$ cat src/hw/rtl/vmix_env_pkg.sv
// Shared types and constants for the voice mixer with ADSR envelope.
// Used by the channel interfaces, the register block, the divider, the controller and the datapath.
// Depends on nothing.
`default_nettype none

package vmix_env_pkg;

    // Input command codes.
    localparam logic [1:0] CMD_SAMPLE   = 2'd0;
    localparam logic [1:0] CMD_NOTE_ON  = 2'd1;
    localparam logic [1:0] CMD_NOTE_OFF = 2'd2;

    // Fixed point unity, 1.0 = 65536.
    localparam logic [16:0] ONE_FX = 17'd65536;

    // Divider geometry: every quotient fits in 17 bits, the dividend in 49.
    localparam int DIV_Q_BITS   = 17;
    localparam int DIV_NUM_BITS = 49;

    // Configuration register file addressing.
    localparam int CFG_ADDR_BITS = 5;
    localparam int CFG_IDX_BITS  = 3;
    localparam logic [CFG_IDX_BITS-1:0] REG_ATTACK  = 3'd0;
    localparam logic [CFG_IDX_BITS-1:0] REG_DECAY   = 3'd1;
    localparam logic [CFG_IDX_BITS-1:0] REG_RELEASE = 3'd2;
    localparam logic [CFG_IDX_BITS-1:0] REG_SUSTAIN = 3'd3;
    localparam logic [CFG_IDX_BITS-1:0] REG_IDLE    = 3'd4;

    // One input item.
    typedef struct packed {
        logic [1:0]  command;
        logic [11:0] osc_a_sample;
        logic [11:0] osc_b_sample;
        logic [11:0] osc_c_sample;
        logic [2:0]  osc_enables;
        logic [16:0] velocity;
    } in_item_t;

    // One result item.
    typedef struct packed {
        logic [11:0] voice_sample;
        logic        voice_active;
    } out_item_t;

    // Commands from the controller to the datapath.
    typedef struct packed {
        logic note_on;
        logic note_off;
        logic capture;
        logic mix;
        logic vel;
        logic eval;
        logic mul;
        logic div_start;
        logic env;
        logic out_load;
    } dp_cmd_t;

    // Status from the datapath to the controller.
    typedef struct packed {
        logic div_idle;
        logic out_free;
    } dp_sts_t;

endpackage

`default_nettype wire

$ cat src/hw/rtl/vmix_env_in_if.sv
// Input channel interface: valid/ready handshake carrying one command item.
// Depends on vmix_env_pkg.
`default_nettype none

interface vmix_env_in_if import vmix_env_pkg::*; ();
    logic     valid;
    logic     ready;
    in_item_t data;

    modport source (output valid, output data, input ready);
    modport sink (input valid, input data, output ready);
endinterface

`default_nettype wire

$ cat src/hw/rtl/vmix_env_out_if.sv
// Output channel interface: valid/ready handshake carrying one sample item.
// Depends on vmix_env_pkg.
`default_nettype none

interface vmix_env_out_if import vmix_env_pkg::*; ();
    logic      valid;
    logic      ready;
    out_item_t data;

    modport source (output valid, output data, input ready);
    modport sink (input valid, input data, output ready);
endinterface

`default_nettype wire

$ cat src/hw/rtl/vmix_env_regs.sv
// APB-style configuration registers: envelope times, sustain and idle level.
// Depends on vmix_env_pkg.
`default_nettype none

module vmix_env_regs import vmix_env_pkg::*; #(
    parameter int TIME_BITS = 24
) (
    input  wire logic                     clk,
    input  wire logic                     rst_n,
    input  wire logic                     psel,
    input  wire logic                     penable,
    input  wire logic                     pwrite,
    input  wire logic [CFG_ADDR_BITS-1:0] paddr,
    input  wire logic [31:0]              pwdata,
    output logic      [31:0]              prdata,
    output logic                          pready,
    output logic      [TIME_BITS-1:0]     attack_samples,
    output logic      [TIME_BITS-1:0]     decay_samples,
    output logic      [TIME_BITS-1:0]     release_samples,
    output logic      [16:0]              sustain_level,
    output logic      [11:0]              idle_level
);

    logic [TIME_BITS-1:0]    attack_reg;
    logic [TIME_BITS-1:0]    decay_reg;
    logic [TIME_BITS-1:0]    release_reg;
    logic [16:0]             sustain_reg;
    logic [11:0]             idle_reg;
    logic [CFG_IDX_BITS-1:0] idx;
    logic                    wr_en;

    assign pready = 1'b1;
    assign idx    = paddr[CFG_ADDR_BITS-1:2];
    assign wr_en  = psel && penable && pwrite;

    // Register writes; fields wider than the register are truncated.
    always_ff @(posedge clk or negedge rst_n)
    begin
        if (!rst_n)
        begin
            attack_reg  <= TIME_BITS'(480);
            decay_reg   <= TIME_BITS'(4800);
            release_reg <= TIME_BITS'(4800);
            sustain_reg <= 17'd32768;
            idle_reg    <= 12'd2048;
        end
        else if (wr_en)
        begin
            case (idx)
                REG_ATTACK:  attack_reg  <= pwdata[TIME_BITS-1:0];
                REG_DECAY:   decay_reg   <= pwdata[TIME_BITS-1:0];
                REG_RELEASE: release_reg <= pwdata[TIME_BITS-1:0];
                REG_SUSTAIN: sustain_reg <= pwdata[16:0];
                REG_IDLE:    idle_reg    <= pwdata[11:0];
                default:     ;
            endcase
        end
    end

    // Read-back multiplexer.
    always_comb
    begin
        case (idx)
            REG_ATTACK:  prdata = 32'(attack_reg);
            REG_DECAY:   prdata = 32'(decay_reg);
            REG_RELEASE: prdata = 32'(release_reg);
            REG_SUSTAIN: prdata = 32'(sustain_reg);
            REG_IDLE:    prdata = 32'(idle_reg);
            default:     prdata = 32'd0;
        endcase
    end

    assign attack_samples  = attack_reg;
    assign decay_samples   = decay_reg;
    assign release_samples = release_reg;
    assign sustain_level   = sustain_reg;
    assign idle_level      = idle_reg;

endmodule

`default_nettype wire

$ cat src/hw/rtl/vmix_env_div.sv
// Restoring divider, one quotient bit per cycle, 17 quotient bits.
// The caller guarantees the quotient fits in 17 bits. Depends on vmix_env_pkg.
`default_nettype none

module vmix_env_div import vmix_env_pkg::*; #(
    parameter int DEN_BITS = 24
) (
    input  wire logic                    clk,
    input  wire logic                    rst_n,
    input  wire logic                    start,
    input  wire logic [DIV_NUM_BITS-1:0] dividend,
    input  wire logic [DEN_BITS-1:0]     divisor,
    output logic                         idle,
    output logic      [DIV_Q_BITS-1:0]   quotient
);

    localparam int CNT_BITS = $clog2(DIV_Q_BITS + 1);

    logic                  busy_reg;
    logic [CNT_BITS-1:0]   cnt_reg;
    logic [DEN_BITS-1:0]   rem_reg;
    logic [DIV_Q_BITS-1:0] q_reg;
    logic [DEN_BITS:0]     rem_sh;
    logic [DEN_BITS:0]     diff;
    logic                  ge;

    // One step: bring down the next dividend bit and try a subtract.
    assign rem_sh = {rem_reg, q_reg[DIV_Q_BITS-1]};
    assign diff   = rem_sh - {1'b0, divisor};
    assign ge     = rem_sh >= {1'b0, divisor};

    always_ff @(posedge clk or negedge rst_n)
    begin
        if (!rst_n)
        begin
            busy_reg <= 1'b0;
            cnt_reg  <= '0;
        end
        else if (start)
        begin
            busy_reg <= 1'b1;
            cnt_reg  <= CNT_BITS'(DIV_Q_BITS);
        end
        else if (busy_reg)
        begin
            cnt_reg <= cnt_reg - 1'b1;
            if (cnt_reg == CNT_BITS'(1))
            begin
                busy_reg <= 1'b0;
            end
        end
    end

    // Remainder and the shared dividend/quotient shift register.
    always_ff @(posedge clk)
    begin
        if (start)
        begin
            rem_reg <= DEN_BITS'(dividend[DIV_NUM_BITS-1:DIV_Q_BITS]);
            q_reg   <= dividend[DIV_Q_BITS-1:0];
        end
        else if (busy_reg)
        begin
            rem_reg <= ge ? diff[DEN_BITS-1:0] : rem_sh[DEN_BITS-1:0];
            q_reg   <= {q_reg[DIV_Q_BITS-2:0], ge};
        end
    end

    assign idle     = !busy_reg;
    assign quotient = q_reg;

endmodule

`default_nettype wire

$ cat src/hw/rtl/vmix_env_dp.sv
// Datapath: voice state, oscillator mixer, velocity scaling, envelope update
// and the output register. Depends on vmix_env_pkg and vmix_env_div.
`default_nettype none

module vmix_env_dp import vmix_env_pkg::*; #(
    parameter int SAMPLE_BITS = 12,
    parameter int TIME_BITS   = 24
) (
    input  wire logic                 clk,
    input  wire logic                 rst_n,
    input  wire dp_cmd_t              cmd,
    output dp_sts_t                   sts,
    input  wire in_item_t             item,
    input  wire logic [TIME_BITS-1:0] attack_samples,
    input  wire logic [TIME_BITS-1:0] decay_samples,
    input  wire logic [TIME_BITS-1:0] release_samples,
    input  wire logic [16:0]          sustain_level,
    input  wire logic [11:0]          idle_level,
    output out_item_t                 result,
    output logic                      result_valid,
    input  wire logic                 result_ready
);

    // Sample masks that follow from the sample width.
    localparam logic [11:0] SMP_MASK =
        (SAMPLE_BITS >= 12) ? 12'hFFF : 12'((32'd1 << SAMPLE_BITS) - 32'd1);
    localparam logic [15:0] SMP_MAX = 16'((32'd1 << SAMPLE_BITS) - 32'd1);

    // Reciprocal of three in 0.16 fixed point, exact for sums below 2^15.
    localparam logic [14:0] THIRD_FX = 15'd21846;

    // Envelope update cases.
    localparam logic [2:0] PH_HOLD = 3'd0;
    localparam logic [2:0] PH_OFF  = 3'd1;
    localparam logic [2:0] PH_REL  = 3'd2;
    localparam logic [2:0] PH_ATT  = 3'd3;
    localparam logic [2:0] PH_DEC  = 3'd4;
    localparam logic [2:0] PH_SUS  = 3'd5;

    // Voice state.
    logic [31:0] age_reg;
    logic [31:0] rel_start_reg;
    logic [16:0] env_reg;
    logic        gate_reg;
    logic        voice_reg;
    logic [16:0] vel_reg;

    // Captured item and intermediate values.
    logic [11:0]             osc_a_reg;
    logic [11:0]             osc_b_reg;
    logic [11:0]             osc_c_reg;
    logic [2:0]              en_reg;
    logic [11:0]             mix_reg;
    logic [11:0]             smp_reg;
    logic                    upd_reg;
    logic                    att_flag_reg;
    logic                    dec_flag_reg;
    logic [31:0]             age_a_reg;
    logic [31:0]             t_reg;
    logic [2:0]              phase_reg;
    logic [DIV_NUM_BITS-1:0] num_reg;
    logic [TIME_BITS-1:0]    den_reg;

    // Output register.
    out_item_t result_reg;
    logic      result_valid_reg;

    // Combinational helpers.
    logic [13:0]           mix_sum;
    logic [1:0]            mix_cnt;
    logic [28:0]           third_prod;
    logic [11:0]           mix_val;
    logic [28:0]           vel_prod;
    logic [11:0]           vel_sat;
    logic [31:0]           a32;
    logic [31:0]           d32;
    logic [31:0]           r32;
    logic                  rel_off;
    logic [2:0]            phase_sel;
    logic [31:0]           mul_a;
    logic [16:0]           mul_b;
    logic [TIME_BITS-1:0]  den_sel;
    logic [DIV_Q_BITS-1:0] quot;
    logic                  div_idle;
    logic [28:0]           out_prod;
    logic [11:0]           out_sat;

    assign a32 = 32'(attack_samples);
    assign d32 = 32'(decay_samples);
    assign r32 = 32'(release_samples);

    // Mixer: average of the enabled oscillators, idle level when none is on.
    assign mix_sum = (en_reg[0] ? {2'b00, osc_a_reg} : 14'd0)
                   + (en_reg[1] ? {2'b00, osc_b_reg} : 14'd0)
                   + (en_reg[2] ? {2'b00, osc_c_reg} : 14'd0);
    assign mix_cnt = {1'b0, en_reg[0]} + {1'b0, en_reg[1]} + {1'b0, en_reg[2]};
    assign third_prod = mix_sum * THIRD_FX;

    always_comb
    begin
        case (mix_cnt)
            2'd0:    mix_val = idle_level & SMP_MASK;
            2'd1:    mix_val = mix_sum[11:0];
            2'd2:    mix_val = mix_sum[12:1];
            default: mix_val = third_prod[27:16];
        endcase
    end

    // Velocity scaling with saturation.
    assign vel_prod = mix_reg * vel_reg;
    assign vel_sat  = ({3'b000, vel_prod[28:16]} > SMP_MAX) ? SMP_MAX[11:0]
                                                             : vel_prod[27:16];

    // Pick the envelope case and the operands of the shared multiplier.
    always_comb
    begin
        rel_off = (r32 == 32'd0) || (sustain_level == 17'd0) || (t_reg >= r32);
        if (!upd_reg)
        begin
            phase_sel = PH_HOLD;
        end
        else if (!gate_reg)
        begin
            phase_sel = rel_off ? PH_OFF : PH_REL;
        end
        else if (att_flag_reg)
        begin
            phase_sel = PH_ATT;
        end
        else if (dec_flag_reg)
        begin
            phase_sel = PH_DEC;
        end
        else
        begin
            phase_sel = PH_SUS;
        end

        case (phase_sel)
            PH_REL:
            begin
                mul_a   = t_reg;
                mul_b   = sustain_level;
                den_sel = release_samples;
            end
            PH_DEC:
            begin
                mul_a   = age_a_reg;
                mul_b   = ONE_FX - sustain_level;
                den_sel = decay_samples;
            end
            default:
            begin
                mul_a   = age_reg;
                mul_b   = ONE_FX;
                den_sel = attack_samples;
            end
        endcase
    end

    // Final output product with saturation.
    assign out_prod = smp_reg * env_reg;
    assign out_sat  = ({3'b000, out_prod[28:16]} > SMP_MAX) ? SMP_MAX[11:0]
                                                             : out_prod[27:16];

    vmix_env_div #(
        .DEN_BITS (TIME_BITS)
    ) u_div (
        .clk      (clk),
        .rst_n    (rst_n),
        .start    (cmd.div_start),
        .dividend (num_reg),
        .divisor  (den_reg),
        .idle     (div_idle),
        .quotient (quot)
    );

    // Voice state: note commands, age advance and envelope update.
    always_ff @(posedge clk or negedge rst_n)
    begin
        if (!rst_n)
        begin
            age_reg       <= '0;
            rel_start_reg <= '0;
            env_reg       <= '0;
            gate_reg      <= 1'b0;
            voice_reg     <= 1'b0;
            vel_reg       <= '0;
        end
        else
        begin
            if (cmd.note_on)
            begin
                age_reg       <= '0;
                rel_start_reg <= '0;
                env_reg       <= '0;
                gate_reg      <= 1'b1;
                voice_reg     <= 1'b1;
                vel_reg       <= (item.velocity > ONE_FX) ? ONE_FX : item.velocity;
            end
            if (cmd.note_off)
            begin
                gate_reg      <= 1'b0;
                rel_start_reg <= age_reg;
            end
            if (cmd.mix && (age_reg != 32'hFFFF_FFFF))
            begin
                age_reg <= age_reg + 32'd1;
            end
            if (cmd.env)
            begin
                case (phase_reg)
                    PH_OFF:
                    begin
                        env_reg   <= '0;
                        voice_reg <= 1'b0;
                    end
                    PH_REL:  env_reg <= sustain_level - quot;
                    PH_ATT:  env_reg <= quot;
                    PH_DEC:  env_reg <= ONE_FX - quot;
                    PH_SUS:  env_reg <= sustain_level;
                    default: ;
                endcase
            end
        end
    end

    // Working registers of one sample item.
    always_ff @(posedge clk)
    begin
        if (cmd.capture)
        begin
            osc_a_reg <= item.osc_a_sample & SMP_MASK;
            osc_b_reg <= item.osc_b_sample & SMP_MASK;
            osc_c_reg <= item.osc_c_sample & SMP_MASK;
            en_reg    <= item.osc_enables;
        end
        if (cmd.mix)
        begin
            mix_reg <= mix_val;
        end
        if (cmd.vel)
        begin
            smp_reg <= vel_sat;
        end
        if (cmd.eval)
        begin
            upd_reg      <= (sustain_level <= ONE_FX) && voice_reg;
            att_flag_reg <= age_reg < a32;
            dec_flag_reg <= {1'b0, age_reg} < ({1'b0, a32} + {1'b0, d32});
            age_a_reg    <= age_reg - a32;
            t_reg        <= (age_reg >= rel_start_reg) ? age_reg - rel_start_reg : 32'd0;
        end
        if (cmd.mul)
        begin
            phase_reg <= phase_sel;
            num_reg   <= mul_a * mul_b;
            den_reg   <= den_sel;
        end
    end

    // Output register: holds a finished item until it is taken.
    always_ff @(posedge clk or negedge rst_n)
    begin
        if (!rst_n)
        begin
            result_valid_reg <= 1'b0;
        end
        else if (cmd.out_load)
        begin
            result_valid_reg <= 1'b1;
        end
        else if (result_ready)
        begin
            result_valid_reg <= 1'b0;
        end
    end

    always_ff @(posedge clk)
    begin
        if (cmd.out_load)
        begin
            result_reg.voice_sample <= out_sat;
            result_reg.voice_active <= voice_reg;
        end
    end

    assign result       = result_reg;
    assign result_valid = result_valid_reg;
    assign sts.div_idle = div_idle;
    assign sts.out_free = !result_valid_reg || result_ready;

endmodule

`default_nettype wire

$ cat src/hw/rtl/vmix_env_ctrl.sv
// Controller state machine: accepts command items and sequences the datapath.
// Depends on vmix_env_pkg.
`default_nettype none

module vmix_env_ctrl import vmix_env_pkg::*; (
    input  wire logic       clk,
    input  wire logic       rst_n,
    input  wire logic       item_valid,
    input  wire logic [1:0] item_command,
    output logic            item_ready,
    input  wire dp_sts_t    sts,
    output dp_cmd_t         cmd
);

    localparam logic [3:0] ST_IDLE  = 4'd0;
    localparam logic [3:0] ST_MIX   = 4'd1;
    localparam logic [3:0] ST_VEL   = 4'd2;
    localparam logic [3:0] ST_EVAL  = 4'd3;
    localparam logic [3:0] ST_MUL   = 4'd4;
    localparam logic [3:0] ST_DIVGO = 4'd5;
    localparam logic [3:0] ST_DIV   = 4'd6;
    localparam logic [3:0] ST_ENV   = 4'd7;
    localparam logic [3:0] ST_PROD  = 4'd8;

    logic [3:0] state_reg;
    logic [3:0] state_next;

    always_ff @(posedge clk or negedge rst_n)
    begin
        if (!rst_n)
        begin
            state_reg <= ST_IDLE;
        end
        else
        begin
            state_reg <= state_next;
        end
    end

    // Note commands finish in the accept cycle; a sample item walks the steps.
    always_comb
    begin
        cmd        = '0;
        state_next = state_reg;
        item_ready = (state_reg == ST_IDLE);
        case (state_reg)
            ST_IDLE:
            begin
                if (item_valid)
                begin
                    case (item_command)
                        CMD_NOTE_ON:  cmd.note_on  = 1'b1;
                        CMD_NOTE_OFF: cmd.note_off = 1'b1;
                        CMD_SAMPLE:
                        begin
                            cmd.capture = 1'b1;
                            state_next  = ST_MIX;
                        end
                        default:      ;
                    endcase
                end
            end
            ST_MIX:
            begin
                cmd.mix    = 1'b1;
                state_next = ST_VEL;
            end
            ST_VEL:
            begin
                cmd.vel    = 1'b1;
                state_next = ST_EVAL;
            end
            ST_EVAL:
            begin
                cmd.eval   = 1'b1;
                state_next = ST_MUL;
            end
            ST_MUL:
            begin
                cmd.mul    = 1'b1;
                state_next = ST_DIVGO;
            end
            ST_DIVGO:
            begin
                cmd.div_start = 1'b1;
                state_next    = ST_DIV;
            end
            ST_DIV:
            begin
                if (sts.div_idle)
                begin
                    state_next = ST_ENV;
                end
            end
            ST_ENV:
            begin
                cmd.env    = 1'b1;
                state_next = ST_PROD;
            end
            ST_PROD:
            begin
                if (sts.out_free)
                begin
                    cmd.out_load = 1'b1;
                    state_next   = ST_IDLE;
                end
            end
            default:
            begin
                state_next = ST_IDLE;
            end
        endcase
    end

endmodule

`default_nettype wire

$ cat src/hw/rtl/voice_mixer_adsr_envelope.sv
// Voice mixer with linear ADSR envelope. A sample item walks the mix, velocity,
// evaluate, multiply and envelope steps and the 17-step quotient loop of the
// divider; the next item is taken only after its result is loaded into the output.
// Note on, note off and unused commands finish when accepted and give no result.
// rst_n is asynchronous, active low: it clears the voice state and loads the
// register defaults; no clearing pass is needed.
`default_nettype none

module voice_mixer_adsr_envelope import vmix_env_pkg::*; #(
    parameter int SAMPLE_BITS = 12,
    parameter int TIME_BITS   = 24
) (
    input  wire logic                     clk,
    input  wire logic                     rst_n,
    vmix_env_in_if.sink                   cmd_chan,
    vmix_env_out_if.source                smp_chan,
    input  wire logic                     psel,
    input  wire logic                     penable,
    input  wire logic                     pwrite,
    input  wire logic [CFG_ADDR_BITS-1:0] paddr,
    input  wire logic [31:0]              pwdata,
    output logic      [31:0]              prdata,
    output logic                          pready
);

    logic [TIME_BITS-1:0] attack_samples;
    logic [TIME_BITS-1:0] decay_samples;
    logic [TIME_BITS-1:0] release_samples;
    logic [16:0]          sustain_level;
    logic [11:0]          idle_level;
    dp_cmd_t              dp_cmd;
    dp_sts_t              dp_sts;

    // Configuration registers.
    vmix_env_regs #(
        .TIME_BITS (TIME_BITS)
    ) u_regs (
        .clk             (clk),
        .rst_n           (rst_n),
        .psel            (psel),
        .penable         (penable),
        .pwrite          (pwrite),
        .paddr           (paddr),
        .pwdata          (pwdata),
        .prdata          (prdata),
        .pready          (pready),
        .attack_samples  (attack_samples),
        .decay_samples   (decay_samples),
        .release_samples (release_samples),
        .sustain_level   (sustain_level),
        .idle_level      (idle_level)
    );

    // Sequencer.
    vmix_env_ctrl u_ctrl (
        .clk          (clk),
        .rst_n        (rst_n),
        .item_valid   (cmd_chan.valid),
        .item_command (cmd_chan.data.command),
        .item_ready   (cmd_chan.ready),
        .sts          (dp_sts),
        .cmd          (dp_cmd)
    );

    // Arithmetic and voice state.
    vmix_env_dp #(
        .SAMPLE_BITS (SAMPLE_BITS),
        .TIME_BITS   (TIME_BITS)
    ) u_dp (
        .clk             (clk),
        .rst_n           (rst_n),
        .cmd             (dp_cmd),
        .sts             (dp_sts),
        .item            (cmd_chan.data),
        .attack_samples  (attack_samples),
        .decay_samples   (decay_samples),
        .release_samples (release_samples),
        .sustain_level   (sustain_level),
        .idle_level      (idle_level),
        .result          (smp_chan.data),
        .result_valid    (smp_chan.valid),
        .result_ready    (smp_chan.ready)
    );

`ifndef SYNTH
    // A sample item keeps the block busy on the following cycle.
    a_busy_after_sample: assert property (@(posedge clk) disable iff (!rst_n)
        (cmd_chan.valid && cmd_chan.ready && cmd_chan.data.command == CMD_SAMPLE)
        |=> !cmd_chan.ready)
        else $error("block took a new item right after a sample item");

    // Note commands never produce a result.
    a_no_result_for_note: assert property (@(posedge clk) disable iff (!rst_n)
        (cmd_chan.valid && cmd_chan.ready && cmd_chan.data.command != CMD_SAMPLE)
        |=> !$rose(smp_chan.valid))
        else $error("result appeared after a note command");

    // A result is never loaded over one that has not been taken.
    a_load_when_free: assert property (@(posedge clk) disable iff (!rst_n)
        dp_cmd.out_load |-> dp_sts.out_free)
        else $error("output register overwritten");

    // The divider is only started while idle.
    a_div_start_idle: assert property (@(posedge clk) disable iff (!rst_n)
        dp_cmd.div_start |-> dp_sts.div_idle)
        else $error("divider restarted while busy");
`endif

endmodule

`default_nettype wire
$ cat src/flat_wrapper.sv
// flat-port wrapper written by rule: the top's interface ports become plain ports
module voice_mixer_adsr_envelope_flat import vmix_env_pkg::*;
#(
    parameter int SAMPLE_BITS = 12,
    parameter int TIME_BITS   = 24
)
  (clk, rst_n, psel, penable, pwrite, paddr, pwdata, prdata, pready, cmd_chan_valid, cmd_chan_data, cmd_chan_ready, smp_chan_valid, smp_chan_data, smp_chan_ready);
  vmix_env_in_if cmd_chan_i ();
  vmix_env_out_if smp_chan_i ();
  input  wire logic clk;
  input  wire logic rst_n;
  input  wire logic psel;
  input  wire logic penable;
  input  wire logic pwrite;
  input  wire logic [CFG_ADDR_BITS-1:0] paddr;
  input  wire logic [31:0] pwdata;
  output logic      [31:0] prdata;
  output logic pready;
  input wire logic [$bits(cmd_chan_i.valid)-1:0] cmd_chan_valid;
  input wire logic [$bits(cmd_chan_i.data)-1:0] cmd_chan_data;
  output wire logic [$bits(cmd_chan_i.ready)-1:0] cmd_chan_ready;
  output wire logic [$bits(smp_chan_i.valid)-1:0] smp_chan_valid;
  output wire logic [$bits(smp_chan_i.data)-1:0] smp_chan_data;
  input wire logic [$bits(smp_chan_i.ready)-1:0] smp_chan_ready;
  assign cmd_chan_i.valid = cmd_chan_valid;
  assign cmd_chan_i.data = cmd_chan_data;
  assign cmd_chan_ready = cmd_chan_i.ready;
  assign smp_chan_valid = smp_chan_i.valid;
  assign smp_chan_data = smp_chan_i.data;
  assign smp_chan_i.ready = smp_chan_ready;
  voice_mixer_adsr_envelope #(.SAMPLE_BITS(SAMPLE_BITS), .TIME_BITS(TIME_BITS)) u_core (.clk(clk), .rst_n(rst_n), .cmd_chan(cmd_chan_i), .smp_chan(smp_chan_i), .psel(psel), .penable(penable), .pwrite(pwrite), .paddr(paddr), .pwdata(pwdata), .prdata(prdata), .pready(pready));
endmodule
$ cat config.mk
export PLATFORM = sky130hd
export DESIGN_NAME = voice_mixer_adsr_envelope_flat
export DESIGN_NICKNAME = d
export VERILOG_FILES = /design/src/hw/rtl/vmix_env_pkg.sv /design/src/hw/rtl/vmix_env_in_if.sv /design/src/hw/rtl/vmix_env_out_if.sv /design/src/hw/rtl/vmix_env_regs.sv /design/src/hw/rtl/vmix_env_div.sv /design/src/hw/rtl/vmix_env_dp.sv /design/src/hw/rtl/vmix_env_ctrl.sv /design/src/hw/rtl/voice_mixer_adsr_envelope.sv /design/src/flat_wrapper.sv
export SDC_FILE = /design/constraint.sdc
export NUM_CORES = 2
export LEC_CHECK = 0
export BUFFER_PORTS_ARGS = -buffer_cell sky130_fd_sc_hd__clkbuf_2
export CAP_MARGIN = 20
export CORE_MARGIN = 5
export CORE_UTILIZATION = 65
export DETAILED_ROUTE_END_ITERATION = 10
export PLACE_DENSITY = 0.82
export SYNTH_ARGS = -nofsm -noshare
export SYNTH_HDL_FRONTEND = slang
export SYNTH_HIERARCHICAL = 1
export SYNTH_SLANG_ARGS = --single-unit
$ cat constraint.sdc
create_clock -name clk -period 10.4 [get_ports clk]
set_input_delay 1.04 -clock clk [delete_from_list [all_inputs] [get_ports clk]]
set_output_delay 1.04 -clock clk [all_outputs]
set_load 0.05 [all_outputs]
; ---- Word level (Yosys, flattened, before mapping)
; Index checks and enable logic that the tools add are counted.
[word_totals]
wordCells = 167
ff_bits = 464
inputBits = 102
out_inout_bits = 48
[op_classes]
mul = 4
muxes = 55
reduce_logical = 24
n_eq_ne = 29
order_cmp = 9
n_addsub = 13
[ops]
columns = cell, n
row1 = $pmux W24 S5, 1
row2 = $mux W32, 3
row3 = $mux W17, 5
row4 = $pmux W17 S5, 1
row5 = $mux W24, 3
row6 = $pmux W32 S2, 1
row7 = $mul A12 B17 Y29, 2
row8 = $pmux W24 S2, 1
row9 = $mul A32 B17 Y41, 1
row10 = $mux W12, 3
row11 = $pmux W12 S3, 1
row12 = $pmux W4 S9, 1
row13 = $pmux W17 S2, 1
row14 = $sub A17 B17 Y17 const A, 2
row15 = $add A32 B1 Y32 const B, 1
row16 = $ge A32 B24 Y1, 1
row17 = $ge A32 B32 Y1, 1
row18 = $logic_not A32 Y1, 1
row19 = $lt A32 B24 Y1, 1
row20 = $lt A32 B25 Y1, 1
row21 = $ne A32 B32 Y1 const B, 1
row22 = $sub A32 B24 Y32, 1
row23 = $sub A32 B32 Y32, 1
row24 = $add A14 B12 Y14, 2
row25 = 38 further kinds, 97

; ---- Logic depth before layout (Yosys ltp)
[depth]
word_depth = 9
ltp_mapped = 42
depth_no_buf = 39

; ---- Cells and area by module
; The synthesis kept the hierarchy.
[modules_own_cells]
columns = mod, area_each_um2, instances, cells_each, seq_area_each_um2
row1 = vmix_env_dp, 52661.8, 1, 5807, 9103.7
row2 = vmix_env_regs, 4795.8, 1, 334, 2544.9
row3 = vmix_env_div, 3632.2, 1, 374, 1381.3
row4 = vmix_env_ctrl, 317.8, 1, 34, 100.1

; ---- Worst setup path after synthesis
; No wires, ideal clock.
[synth_path]
path_kind = reg-to-reg
startpoint = reg u_core.u_regs.sustain_reg[0] (netlist: u_core/u_regs/sustain_level[0])
endpoint = reg, netlist name u_core/u_dp/num_reg[43]
period_less_slack_ns = 9.078
arrival_ns = 8.813
required_time_ns = 10.136
setup_ns = 0.264
path_buffers = 3
stages_incl_launch_ff = 40
setup_slack_ns = 1.322
path_cell_list = dfrtp_1 inv_1 ha_1 nand2_1 nor3_1 nand3_1 nor4b_1 ha_1 nor4_1 nand3_1 a31oi_1 o221ai_1 a311oi_1 a21o_1 buf_2 buf_2 buf_2 mux2i_1 (+4 left out) fa_1 inv_1 fa_1 fa_1 inv_1 fa_1 inv_1 ha_1 a21o_1 and3_1 nor4_1 o21ai_0 a211oi_1 a22oi_1 a21oi_1 o221ai_1 a21oi_1 xnor2_1
[synth_lines]
columns = element, line_no
row1 = start: declaration, vmix_env_regs.sv:27  ; logic [16:0] sustain_reg;
row2 = start signal: assignment, vmix_env_regs.sv:53  ; REG_SUSTAIN: sustain_reg <= pwdata[16:0];

; ---- Worst setup path in the final report
[layout_path]
startpoint = reg u_core.u_regs.sustain_reg[1] (netlist: u_core/u_regs/sustain_level[1])
endpoint = reg u_core.u_dp.num_reg[24], data pin
[layout_between]
elab_chain_len = 9
word_cells_on_any_way = 12
classes_between = add/sub: 1 / mul: 1 / eq/ne: 2 / mux: 5 / reduce/logical: 3
[layout_rtl]
columns = element, line_no
row1 = $logic_not A17 Y1, vmix_env_dp.sv:117  ; rel_off = (r32 == 32'd0) || (sustain_level == 17'd0) || (t_reg >= r32);
row2 = $logic_or A1 B1 Y1 (2 in series), vmix_env_dp.sv:117
row3 = $mux W2, vmix_env_dp.sv:124  ; phase_sel = rel_off ? PH_OFF : PH_REL;
row4 = $mux W3, vmix_env_dp.sv:122  ; else if (!gate_reg)
row5 = $mux W3, vmix_env_dp.sv:118  ; if (!upd_reg)
row6 = $eq A3 B3 Y1 / $eq A3 B2 Y1 (equally long branches), vmix_env_dp.sv:139  ; case (phase_sel)
row7 = $pmux W32 S2 / $pmux W17 S2 (equally long branches), vmix_env_dp.sv:139
row8 = $mul A32 B17 Y41 (*), vmix_env_dp.sv:257  ; num_reg <= mul_a * mul_b;
row9 = end signal: assignment, vmix_env_dp.sv:257
row10 = end: declaration, vmix_env_dp.sv:61  ; logic [DIV_NUM_BITS-1:0] num_reg;
; Every way passes the cells marked *; elsewhere a longest branch is shown, timed or not.
; A chain may end at the register's enable or synchronous reset.

==> impl_metrics.yaml <==
timing:
  finalSetupTns_ns: 0
  timing.final.crit_share_pct: 95.6
  setup_violations: 0
  slew_violations: 3
  finalHoldViolCount: 0
  fmax_mhz: 101
  fin_crit_ns: 9.95
  clock_skew_ns: 0.0378
  slew-limit-headroom_pct: -6.23
  fin_ws_ns: 0.454
  tightest_slew_ns: 1.58
  rsz0062_at_grt: "no"
grt:
  grt_usage_pct: 34.0
  use_met1_pct: 43.3
  grt_overflow: 0
  groute.layer.met2.usage_pct: 53.5
  first_global_vias: 49100
  gr-usage-met3_pct: 8.15
  antenna_found_initial: 10
  grt_start_max_net_pins: 89
  grt_busiest_layer: "met2"
  grt_pass1_wl_um: 264000
finish:
  regArea_mm2: 0.0129
  drive_gt1_share_pct: 9.96
  syn2layout_area_growth_pct: 6.62
  fillCellCount: 6691
  final_common_cell: "inv_1"
  multi_input_area_mm2: 0.0418
  fin_nets: 7811
  largest_reg_flops: 41
  final_cell_mix: "inv_1, nand2_1, fa_1"
worst_setup_path:
  cp.required_ns: 10.79
  cpPeakStageDelay_ns: 0.54
  worstSetupPathType: "flip-flop to flip-flop"
  cpMaxStageDelayCell: "o21a_1"
  cp_data_arrival_time_ns: 10.33
  critPathMaxFanout: 16
  r2r_start: "u_core/u_regs/sustain_level[1]$_DFFE_PN0P_"
  crit_path_start_kind: "flip-flop"
  critPathLaunch: "u_core/u_regs/sustain_level[1]$_DFFE_PN0P_"
  end_kind: "flip-flop"
pwr:
  max-vdd-ir-drop_uv: 477
  p_leak_nw: 30.1
  power_density_mw_per_mm2: 334
flow_run:
  drv_cap: 1
floorplanning:
  rows: 111
  die_area_mm2: 0.0981
  start_util_pct: 65.3
  die_h_um: 313
  io_pins: 150
  die_w_um: 313
  coreArea_mm2: 0.0915
routing:
  vias: 47100
  vias_per_cell: 6.15
  antenna_left: 0
  wl_per_cell_um: 21.7
  dr.first_iter.drc_count: 4850
  first_pass_iters: 6
  route.detailed.drc: 0
  route.final.wire_length_um: 166000
placement:
  portBuffers: 130
  routabilityCongestion: 1.02
  dp_slack_ns: 0.268
  hpwl_um: 129000
logic_synthesis:
  syn_area_mm2: 0.0598
  synth_warnings: 6
  syn_avg_cell_area_um2: 9.37
  synth_cells: 6377
clock_network:
  clk_pin_slew_ns: 0.06
  clkLatencyLatePin_ns: 0.67
  cts.sinks: 464
  clockBufferDepth: 3
  cts-root-buf: "clkbuf_16"
  cts.htree.levels: 2
  numCtsBuffers: 54
  tritoncts: "yes"
run_status:
  violations: "max-capacitance violations, max-slew violations"
  status: "complete, but fails checks"
min_path:
  hp-class: "primary input to async pin"
==> what timing repair did <==
action | CTS | global route
buffers inserted | 0 | 3
hold buffers | 0 | 0
resized for setup | 0 | 6
endpoints found under the setup margin | 0 | 16
==> per-layer routing <==
metal  vias to the layer above  part of all wire [%]
met3                       608                    11
met2                      2601                    45
met1                     23200                    37
met4                         4                   7.0
met5                         -                 0.016
li1                      20700                     -
==> metrics by stage <==
step	hold WS (ns)	instance area (um2)	power (W)	utilization [%]	instances
floorplan	0.448	59800	0.0151	-	6384
global placement	0.483	61700	0.0183	67.5	7534
detailed placement	0.519	61700	0.0190	67.5	7534
CTS	0.360	63600	0.0211	69.5	7636
global route	0.391	63700	0.0235	69.6	7649
finish	0.362	63700	0.0213	69.6	7653
==> critical path, delay by kind of cell (launching register included) <==
family,cells,cell delay (ns)
adders and majority gates,9,3.66
AOI/OAI and AO/OA,10,2.40
and+or+nand+nor,10,2.06
buffers and inverters,8,0.97
DFF,1,0.49
xor gates and xnor gates,1,0.08
==> layout make-up <==
class / count / share of cell area (%)
diodes: 8 / 0.0314
clock buffers: 77 / 2.55
flip-flops and latches: 464 / 20.2
clock inverters: 25 / 0.346
inverters: 1081 / 6.37
well taps: 1186 / 2.33
multi-input cells: 4556 / 65.5
repair buffers: 256 / 2.63
==> power breakdown <==
group / total, W / switching (W) / internal (W)
logic: 0.0155 / 0.00895 / 0.00652
clock network: 0.00196 / 0.000839 / 0.00112
registers: 0.00386 / 0.000944 / 0.00292
total: 0.0213 / 0.0107 / 0.0106
==> final timing paths <==
kind,endpoint,slack (ns),cells past startpoint
min in group clk,u_core/u_regs/idle_level[10]$_DFFE_PN0P_,0.54,1
max,u_core/u_dp/num_reg[24]$_DFFE_PP_,0.45,38
min,u_core/u_dp/rel_start_reg[28]$_DFFE_PN0P_,0.36,1
max reg2reg,u_core/u_dp/num_reg[24]$_DFFE_PP_,0.45,38
min reg2reg,u_core/u_regs/idle_level[10]$_DFFE_PN0P_,0.54,1
max in group asynchronous,u_core/u_regs/decay_samples[12]$_DFFE_PN1P_,8.14,4
Power figures use the tool's default switching activity.
